==> config.mk <==
export PLATFORM = sky130hd
export DESIGN_NAME = slt_div
export DESIGN_NICKNAME = d
export VERILOG_FILES = /design/src/rtl/core/slt_pkg.sv /design/src/rtl/core/slt_div.sv
export SDC_FILE = /design/constraint.sdc
export NUM_CORES = 1
export LEC_CHECK = 0
export CORE_ASPECT_RATIO = 0.9
export CORE_MARGIN = 4
export CORE_UTILIZATION = 50
export CTS_BUF_LIST = sky130_fd_sc_hd__clkbuf_8
export CTS_CLUSTER_SIZE = 30
export DETAILED_ROUTE_END_ITERATION = 8
export DONT_BUFFER_PORTS = 1
export PLACE_DENSITY_LB_ADDON = 0.2
export SLEW_MARGIN = 20
export SYNTH_ARGS = -nofsm -noshare
export SYNTH_HDL_FRONTEND = slang
export SYNTH_SLANG_ARGS = --single-unit
==> constraint.sdc <==
create_clock -name clk -period 6.75 [get_ports clk]
set_input_delay 1.6875 -clock clk [delete_from_list [all_inputs] [get_ports clk]]
set_output_delay 1.6875 -clock clk [all_outputs]
set_load 0.01 [all_outputs]
==> src/rtl/core/slt_pkg.sv <==
`default_nettype none
package slt_pkg;

  // table geometry
  localparam int SLOTS = 64;
  localparam int IDX_W = $clog2(SLOTS);
  localparam int CNT_W = $clog2(SLOTS + 1);

  // field widths
  localparam int KEY_W   = 32;
  localparam int LIM_W   = 16;
  localparam int ACT_W   = 16;
  localparam int REQ_W   = 32;
  localparam int TEN_W   = 10;
  localparam int HLTH_W  = 2;
  localparam int SCORE_W = 30;
  localparam int NUM_W   = 26;
  localparam int RAW_W   = 29;

  // action codes
  localparam logic [2:0] ACT_ADD    = 3'd0;
  localparam logic [2:0] ACT_REMOVE = 3'd1;
  localparam logic [2:0] ACT_HEALTH = 3'd2;
  localparam logic [2:0] ACT_INC    = 3'd3;
  localparam logic [2:0] ACT_DEC    = 3'd4;

  // status codes
  localparam logic [1:0] ST_OK       = 2'd0;
  localparam logic [1:0] ST_FULL     = 2'd1;
  localparam logic [1:0] ST_NOTFOUND = 2'd2;
  localparam logic [1:0] ST_NOCONN   = 2'd3;

  // health codes
  localparam logic [1:0] HL_OK   = 2'd0;
  localparam logic [1:0] HL_DEGR = 2'd1;
  localparam logic [1:0] HL_OVER = 2'd2;

  // threshold register indexes and reset values
  localparam logic CFG_OVERLOAD = 1'b0;
  localparam logic CFG_DEGRADE  = 1'b1;
  localparam logic [TEN_W-1:0] OVERLOAD_RST = 10'd900;
  localparam logic [TEN_W-1:0] DEGRADE_RST  = 10'd700;

  // one table entry, held by one cell
  typedef struct packed {
    logic [KEY_W-1:0]   key;
    logic [LIM_W-1:0]   limit;
    logic [ACT_W-1:0]   active;
    logic [REQ_W-1:0]   requests;
    logic [TEN_W-1:0]   cpu;
    logic [TEN_W-1:0]   mem;
    logic [HLTH_W-1:0]  health;
    logic [SCORE_W-1:0] score;
  } entry_t;

endpackage
`default_nettype wire

==> src/rtl/core/slt_div.sv <==
`default_nettype none
// Restoring divider, one quotient bit per cycle
module slt_div (
  input  wire                            clk,
  input  wire                            rst_n,
  input  wire                            start,
  input  wire [slt_pkg::NUM_W-1:0]       num,
  input  wire [slt_pkg::LIM_W-1:0]       den,
  output logic                           done,
  output logic [slt_pkg::NUM_W-1:0]      quo
);

  localparam int CW = $clog2(slt_pkg::NUM_W);

  logic [slt_pkg::LIM_W-1:0] rem_r;
  logic [slt_pkg::NUM_W-1:0] quo_r;
  logic [slt_pkg::LIM_W-1:0] den_r;
  logic [CW-1:0]             cnt_r;
  logic                      run_r;
  logic                      done_r;
  logic [slt_pkg::LIM_W:0]   trial;
  logic                      qbit;

  // trial subtract of the next numerator bit
  always_comb begin
    trial = {rem_r, quo_r[slt_pkg::NUM_W-1]};
    qbit  = (trial >= {1'b0, den_r});
  end

  always_ff @(posedge clk) begin
    if (!rst_n) begin
      run_r  <= 1'b0;
      done_r <= 1'b0;
      cnt_r  <= '0;
    end else begin
      done_r <= 1'b0;
      if (start) begin
        run_r <= 1'b1;
        cnt_r <= '0;
        rem_r <= '0;
        quo_r <= num;
        den_r <= den;
      end else if (run_r) begin
        rem_r <= qbit ? slt_pkg::LIM_W'(trial - {1'b0, den_r})
                      : trial[slt_pkg::LIM_W-1:0];
        quo_r <= {quo_r[slt_pkg::NUM_W-2:0], qbit};
        cnt_r <= cnt_r + 1'b1;
        if (cnt_r == CW'(slt_pkg::NUM_W - 1)) begin
          run_r  <= 1'b0;
          done_r <= 1'b1;
        end
      end
    end
  end

  assign done = done_r;
  assign quo  = quo_r;

endmodule
`default_nettype wire

==> results.txt <==
----------------------------------------------------
[Detailed routing]
  Count of unresolved DRC violations after routing ... 0
  Via density ... 5.63
  Avg WL per Cell ... 17.1 um
  Antenna Nets Post-Route ... 0
  Drt initial violations ... 112
  Post-Route WL ... 6460 um
  Total via count after detailed routing ... 2127
  First drt pass iteration count ... 4

[Yosys]
  Unique cell type count in the Yosys netlist ... 54
  Number of nets produced by synthesis ... 344
  Synthesized instance count ... 280
  Area share of fa/ha/maj cells after synthesis ... 0.0701
  Mean cell area of the mapped netlist ... 12.5 um2
  Total of warnings raised by yosys ... 0
  Combinational family with the most area after synthesis ... multiplexers
  Multiplexer fraction of the synthesized cell area ... 0.115
  Area share of xor/xnor cells in the synthesized design ... 0.0376
  #FFs+latches synth ... 65
  Area of the mapped netlist ... 0.00350 mm2
  Compound-cell area share of the yosys netlist ... 0.111
  Portion of the post-synthesis area used by sequential elements ... 0.538
  Simple-gate portion of the synthesized area ... 0.0891

[Die]
  Chip height ... 87.3 um
  Io pins ... 72
  Die Span X ... 96.2 um
  Core Region ... 0.00669 mm2
  Floorplan row count ... 28
  Overall die area ... 0.00840 mm2
  Starting density of the core ... 0.523

[Cells and area]
  Fill cell count ... 580
  Share of final-layout standard cells stronger than drive strength 1 ... 0.198
  Layout Area Growth over Synthesis ... 8.30%
  Final net count ... 347
  Layout Cells excl Fill ... 378
  Final Util ... 0.566
  Antenna diode count ... 0

[Clock network]
  CTS root buf ... sky130_fd_sc_hd__clkbuf_8
  Number of resized instances in the post-cts repair step ... 0
  CTS H-tree depth ... 3
  Clock-pin transition on the worst setup and hold timing paths ... 80 ps
  Post-CTS Setup Repair Bufs ... 0
  CTS sink cnt ... 65
  TritonCTS clock tree ... done
  CTS max path bufs ... 2
  Count of hold-fix buffers inserted at cts ... 0
  Clock buffers created by TritonCTS ... 9
  Clk Latency, worst-skew pair ... 350 ps

[Global route]
  Number of global-route vias before repair ... 2187
  Total Routing Usage GR ... 0.169
  Pin count of the biggest net entering global routing ... 48
  Wire length of the first global-routing pass ... 10800 um
  Number of antenna violations at the first check in global routing ... 0
  Aggregate global routing overflow ... 0

[STA]
  Measured slew at the worst slew-check pin ... 1040 ps
  Final hold slack ... 509 ps
  Aggregate negative setup slack ... 0 ps
  Clock period minus final worst setup slack ... 2820 ps
  Rel. slew slack ... 0.309
  Fin. max-slew vios ... 0
  Setup violations, final ... 0
  Setup repair after global routing missed its margin ... false
  Final setup slack of the worst path ... 3930 ps
  Final setup skew ... 10.1 ps
  F_max ... 355 MHz
  Share of the cycle needed by the critical path after routing ... 0.418
  Hold Fails Final Rpt ... 0

[Pwr]
  VDD IR-drop max ... 0.000160 V
  Power Density ... 284 mW/mm2
  Static leakage ... 1.46 nW

[Setup path]
  Critical path peak fanout ... 22
  Worst setup path startpoint ... rem_r[1]
  R2r endpoint ... rem_r[6]
  Worst setup slack for register-to-register paths ... 3930 ps
  Crit Path Class ... reg2reg
  Arrival time reported for the critical path endpoint ... 2910 ps
  Critical register-to-register path startpoint ... rem_r[1]
  Number of cells on the worst reg-to-reg path ... 8
  Required @ worst endpoint ... 6850 ps
  Worst Setup End Kind ... flop
  Startpoint type of the worst setup path ... flop

[Hold path]
  WHS Endpoint ... cnt_r[4]
  Path category of the worst min-delay check ... reg2reg
  Worst hold path startpoint ... cnt_r[4]
  WHS Path Cells ... 2

[Placement]
  Half-perimeter wire length after detailed placement ... 4370 um
  Routability Congestion ... 0.837
  Setup slack at placement ... 3840 ps
  Post-placement cell count ... 362
  Port buffer count ... 0

[Flow run]
  Number of maximum-capacitance violations ... 0

[Outcome]
  Run status ... complete, no violations

----------------------------------------------------
## layout by cell type, fill, tap and decap left out, types with 6 or more instances in the layout
master                      n
sky130_fd_sc_hd__edfxtp_1  58
sky130_fd_sc_hd__inv_1     25
sky130_fd_sc_hd__mux2_2    25
sky130_fd_sc_hd__nor2_1    25
sky130_fd_sc_hd__ha_1      18
sky130_fd_sc_hd__mux2i_1   12
sky130_fd_sc_hd__nand2_1   10
sky130_fd_sc_hd__a21oi_1    9
sky130_fd_sc_hd__clkbuf_8   9
sky130_fd_sc_hd__xnor2_1    8
sky130_fd_sc_hd__xor2_1     7
sky130_fd_sc_hd__dfxtp_1    7
sky130_fd_sc_hd__a21o_1     6
## worst max-delay path: stages, from the launching register on
cell	delay [ps]
sky130_fd_sc_hd__edfxtp_1	400
sky130_fd_sc_hd__ha_1	380
sky130_fd_sc_hd__nor2_1	140
sky130_fd_sc_hd__a211oi_2	80
sky130_fd_sc_hd__o41ai_2	390
sky130_fd_sc_hd__nand2_2	110
sky130_fd_sc_hd__a21oi_4	690
sky130_fd_sc_hd__mux2i_1	300
sky130_fd_sc_hd__nor2_1	50
## per-stage QoR
step                      instance area, um2  power (mW)
after global placement                  3570       0.709
after floorplan                         3500       0.681
after global routing                    3790        1.13
final                                   3790        1.07
after detailed placement                3570       0.713
after CTS                               3790        1.08
## layout make-up
type | instances | area [um2] | area share
sequential | 65 | 1880 | 0.497
multi-input combinational | 182 | 1480 | 0.390
tap | 90 | 113 | 0.0297
clock buffer | 9 | 124 | 0.0327
clock inverter | 7 | 97.6 | 0.0258
inverter | 25 | 93.8 | 0.0248
## flip-flops by register name, indices dropped and copies added (netlist names)
register,count
cnt_r,5
den_r,16
done,1
quo,26
rem_r,16
run_r,1
## metal layers
layer  up-vias  part of all wire  global-route usage
met2        83              0.42               0.230
li1       1035                 -                   -
met3         9              0.10              0.0916
met4         0             0.011              0.0478
met1      1000              0.46               0.232
met5         -                 0                   0
## how the worst max path moves through the flow
stage	end	slack [ps]	cells past startpoint
5_1_grt	rem_r[15]	3750	9
4_1_cts	rem_r[6]	3930	8
3_3_place_gp	rem_r[14]	3850	1
6_report	rem_r[6]	3930	8
3_5_place_dp	rem_r[15]	3840	1
2_1_floorplan	quo[0]	3320	2
## Yosys cell counts, drive strengths merged
master,count,share of area
or3b,1,0.0025
o31ai,3,0.0079
mux2i,12,0.034
nand4,3,0.0054
o21a,5,0.011
buf,2,0.0064
inv,25,0.027
a2111o,1,0.0032
fa,1,0.0057
and4b,2,0.0057
nor2,26,0.029
nand3b,2,0.0043
a211oi,5,0.014
o21ba,1,0.0029
o31a,1,0.0029
o41ai,1,0.0047
nor4,1,0.0018
xnor2,8,0.020
xor2,7,0.018
clkbuf,6,0.0064
mux2,25,0.081
edfxtp,58,0.50
nand2b,3,0.0061
o21ai,6,0.0097
a31o,1,0.0025
a221oi,1,0.0025
or2,1,0.0018
nand2,11,0.013
a21oi,10,0.018
nor3,2,0.0029
nor2b,3,0.0061
and4,1,0.0029
o21bai,1,0.0021
dfxtp,7,0.040
o2111ai,1,0.0025
or4b,1,0.0029
nand3,4,0.0057
a21o,6,0.013
a21boi,2,0.0054
ha,18,0.064
o211ai,2,0.0043
o22ai,1,0.0018
a31oi,2,0.0036
## kinds of logic after synthesis
family / count (synthesis)
AND/OR/NAND/NOR: 61
XOR/XNOR: 15
AO/OA/AOI/OAI: 50
buffers and inverters: 33
adder cells (fa/ha/maj): 19
flip-flops: 65
multiplexers: 37
## report_power, final
group | switching (mW) | internal, mW | total (mW)
Clock | 0.160 | 0.208 | 0.369
Combinational | 0.114 | 0.0925 | 0.207
Sequential | 0.0212 | 0.478 | 0.499
Total | 0.296 | 0.779 | 1.07
No activity file was read; power rests on OpenSTA's default activity.
